### src/hdl/sms_ram.sv
`timescale 1ns / 1ps
// Simple dual-port synchronous RAM with one write and one registered read port.
// Depends on nothing; used for the byte lanes and the sector slack store.

module sms_ram #(
   parameter int  DEPTH = 16,
   parameter int  WIDTH = 8,
   localparam int AW    = (DEPTH > 1) ? $clog2(DEPTH) : 1
) (
   input  logic             clock,
   input  logic             wr_en,
   input  logic [AW-1:0]    wr_addr,
   input  logic [WIDTH-1:0] wr_data,
   input  logic             rd_en,
   input  logic [AW-1:0]    rd_addr,
   output logic [WIDTH-1:0] rd_data
);

   logic [WIDTH-1:0] mem_ff [DEPTH];
   logic [WIDTH-1:0] rd_data_ff;

   always_ff @(posedge clock) begin
      if (wr_en) begin
         mem_ff[wr_addr] <= wr_data;
      end
   end

   // The read data holds until the next read is issued.
   always_ff @(posedge clock) begin
      if (rd_en) begin
         rd_data_ff <= mem_ff[rd_addr];
      end
   end

   assign rd_data = rd_data_ff;

endmodule

### config.mk
export PLATFORM = sky130hd
export DESIGN_NAME = sms_ram
export DESIGN_NICKNAME = d
export VERILOG_FILES = /design/src/hdl/sms_ram.sv
export SDC_FILE = /design/constraint.sdc
export NUM_CORES = 1
export LEC_CHECK = 0
export BUFFER_PORTS_ARGS = -buffer_cell sky130_fd_sc_hd__buf_4
export CAP_MARGIN = 5
export CORE_UTILIZATION = 54
export DETAILED_ROUTE_END_ITERATION = 10
export PLACE_DENSITY = 0.74
export SLEW_MARGIN = 5
export SYNTH_ARGS = -nofsm -noshare
export SYNTH_HDL_FRONTEND = slang
export SYNTH_SLANG_ARGS = --single-unit
### constraint.sdc
create_clock -name clock -period 1.9 [get_ports clock]
set_input_delay 0.285 -clock clock [delete_from_list [all_inputs] [get_ports clock]]
set_output_delay 0.285 -clock clock [all_outputs]
set_load 0.02 [all_outputs]
Yosys cells after proc, flatten, opt, wreduce, memory -nomap -nowiden
Memories as Yosys holds them, arrays and structs flattened. A register that Yosys moved wholly into a read port is not among the register bits.
Index checks and enable logic that the tools add are counted.
{"block": "word_totals", "mem_bits_rw": 128, "mem_count": 1, "ff_bits": 0, "input_bits": 19, "output_inout_bits": 8}
{"memory": "mem_ff", "words": 16, "word_bits": 8, "read_ports": 1, "rd_clocked_by_memory_dff": 1, "write_ports": 1, "line": "19", "rtl": "logic [WIDTH-1:0] mem_ff [DEPTH];"}
{"block": "op_classes", "muxes": 2}
{"op": "two-way mux 1 bit", "n": 2}

Longest topological paths before layout
{"block": "logic_depth", "word_depth": 2, "mapped_depth": 5, "depth_no_buf": 3}

Worst setup path after synthesis
OpenSTA, ideal clock, no wires.
{"block": "synth_timing", "path_type": "input to register", "from": "input wr_addr[2]", "to": "memory mem_ff[0][0] (enable)", "path_slack_ps": 122, "setup_time_ps": 383, "n_path_buf": 0, "t_arrival_ps": 1395, "stages": 2, "cell_sequence": "or3b_2 > nor3_1"}
{"element": "from (decl)", "line": "12", "rtl": "input logic [AW-1:0] wr_addr,"}
{"element": "to (decl)", "line": "19"}
No word-level cell before the write port.

==> results.md <==
- Status: finished, final reports clean
- CTS Buf Count: 17
- Antenna Nets Post-Route: 0
- Clock Path Buffers: 2
- P_sw: 0.00142 W
- Ports: 27
- CTS Hold Buffers Added: 0
- Die width: ~100 µm
- Power Density: between 1000 and 1500 nW/µm²
- Placer Congestion: 0.737
- Nets: about 310
- Initial DRC Count: between 100 and 150
- Switching Share: 0.204
- Clock transition at path regs: around 60 ps
- Post-Synthesis Cells: 229
- Syn Nets: 248
- Syn. warnings: 0
- Static leakage: approximately 2.1 nW
- Slew @ Worst Pin: 405 ps
- Final setup vio count: 0
- Setup bufs post-CTS: 0
- Hold_ws: between 50 and 60 ps
- DPL Wire Length: 6200 µm
- GRT Total Usage: 0.226
- Final wirelength: 10300 µm
- Int Pwr: roughly 0.0055 W
- CTS root buf: clkbuf_8
- Initial Util: 0.560
- Fillcell total: between 500 and 600
- Area grow syn2layout: 20.1%
- Max-cap violations: 0
- Logic pwr share: 0.050
- Drt pass-1 iters: 4
- Core area: about 9300 µm²
- Final hold vios: 0
- Largest net degree at the start of global routing: 18
- Crit path DAT: 1810 ps
- Antenna violations before repair: 0
- Synthesized flop and latch total: between 100 and 150
- FMAX: approximately 0.64 GHz
- Vias: about 2.5k
- Req. time, crit path: around 2100 ps
- # port buffers: 26
- Layout cells sized above 1: 0.328
- Critical path class: reg2reg
- Via density: a little under 6
- Max-slew violation count: 0
- Sink Count: about 140
- Num rows: 35
- Die area: around 10000 µm²
- RSZ-0062 raised after global routing: no
- CTS tree: yes
- TNS Setup: 0 ps
- Die H: between 100 and 150 µm
- Sequential Power Share: 0.488
- CTS resizes: 0
- Slew margin rel.: 0.730
- # diodes: 0
- Cell Area, Synth: 5230 µm²
- H-tree levels: 4
- Worst hold path class: in2reg
- Number of global-route vias before repair: about 2.6k
- Crit start category: flip-flop
- Skew-Pair Late Insertion Delay: about 500 ps
- CP endpoint kind: flip-flop
- Drt drc: 0
- Wire length per cell: roughly 24 µm
- Sequential area share after synthesis: 0.781
- Crit-path max FO: 1
- Register-to-register path setup slack: 330 ps
- Crit path time final: 1570 ps
- First-pass GRT wire length: about 15000 µm
- Unique masters post-synth: 18
- Peak VDD IR: 0.000605 V
- Post-Route Skew: slightly below 5 ps
- Syn Area/Cell: between 20 and 25 µm²
- Clock power share: 0.461
- Fin crit share: 0.825
- Remaining global-route overflow: 0
-- critical path: stages, from the launching register on --
cell and delay [ps]:
edfxtp_1 360, mux4_2 490, a22oi_1 320, nand2_1 140
-- final cells by class --
type	count	area [µm²]	share of cell area
tap	129	161	0.0257
sequential	136	4080	0.650
multi-input combinational	83	1060	0.168
timing repair buffer	48	385	0.0614
clock inverter	15	178	0.0283
clock buffer	17	414	0.0659
-- through the flow --
step | utilization | worst slack (ps) | area [µm²] | power [W] | cells
floorplan | - | 122 | 5230 | 0.00365 | 229
global placement | 0.610 | 21.4 | 5690 | 0.00380 | 396
detailed placement | 0.610 | 3.69 | 5690 | 0.00381 | 396
CTS | 0.673 | 310 | 6280 | 0.00701 | 428
global route | 0.673 | 265 | 6280 | 0.00715 | 428
finish | 0.673 | 333 | 6280 | 0.00696 | 428
-- kinds of logic after synthesis --
logic type | count (synthesis) | synth area share
and+or+nand+nor | 35 | 0.0314
muxes | 32 | 0.148
buffers and inverters | 10 | 0.0165
DFF | 136 | 0.781
AOI/OAI and AO/OA | 16 | 0.0230
-- worst paths after layout --
| kind | start | to | cells after the start |
|---|---|---|---|
| setup / recovery | mem_ff[3][6] | rd_data[6] | 3 |
| hold / removal | rd_en | rd_data[4] | 1 |
| setup reg to reg | mem_ff[3][6] | rd_data[6] | 3 |
| hold reg to reg | mem_ff[11][2] | rd_data[2] | 3 |
-- power groups by stage --
| stage | combinational (W) | sequential [W] | clock (W) |
|---|---|---|---|
| 2_1_floorplan | 0.000171 | 0.00347 | 0 |
| 3_3_place_gp | 0.000340 | 0.00346 | 0 |
| 3_5_place_dp | 0.000349 | 0.00346 | 0 |
| 4_1_cts | 0.000355 | 0.00340 | 0.00326 |
| 5_1_grt | 0.000374 | 0.00340 | 0.00337 |
| 6_report | 0.000350 | 0.00340 | 0.00321 |
-- state kept, by name, summed over array words and instances, names as in the netlist --
| name | cells |
|---|---|
| rd_data | 8 |
| mem_ff | 128 |
-- routing by layer --
layer / routed length, µm / track usage
met5: 0 / 0
met4: 217 / 0.104
met3: 649 / 0.0536
met2: 5260 / 0.367
met1: 4150 / 0.294
-- cell usage after synthesis, drive strengths merged --
master         number  share of area
a22oi              16          0.023
and2                1         0.0012
and2b               1         0.0014
buf                 7          0.011
clkdlybuf4s25       3         0.0057
edfxtp            136           0.78
mux4               32           0.15
nand2               9         0.0065
nand2b              2         0.0024
nand3               1        0.00096
nand3b              2         0.0029
nor2               13         0.0093
nor2b               1         0.0012
nor3                4         0.0038
or3b                1         0.0017
-- cells in the final DEF, fill, tap and decap left out, drive strengths merged --
| master | count |
|---|---|
| nand2b | 2 |
| inv | 2 |
| mux4 | 32 |
| clkbuf | 17 |
| edfxtp | 136 |
| and2 | 1 |
| nor2 | 13 |
| and2b | 1 |
| nand3 | 1 |
| a22oi | 16 |
| clkinv | 9 |
| nand2 | 9 |
| buf | 48 |
| clkinvlp | 1 |
| nor3 | 4 |
| or3b | 1 |
| nand3b | 2 |
| nor2b | 1 |
| bufinv | 3 |
Power figures use the tool's default switching activity.
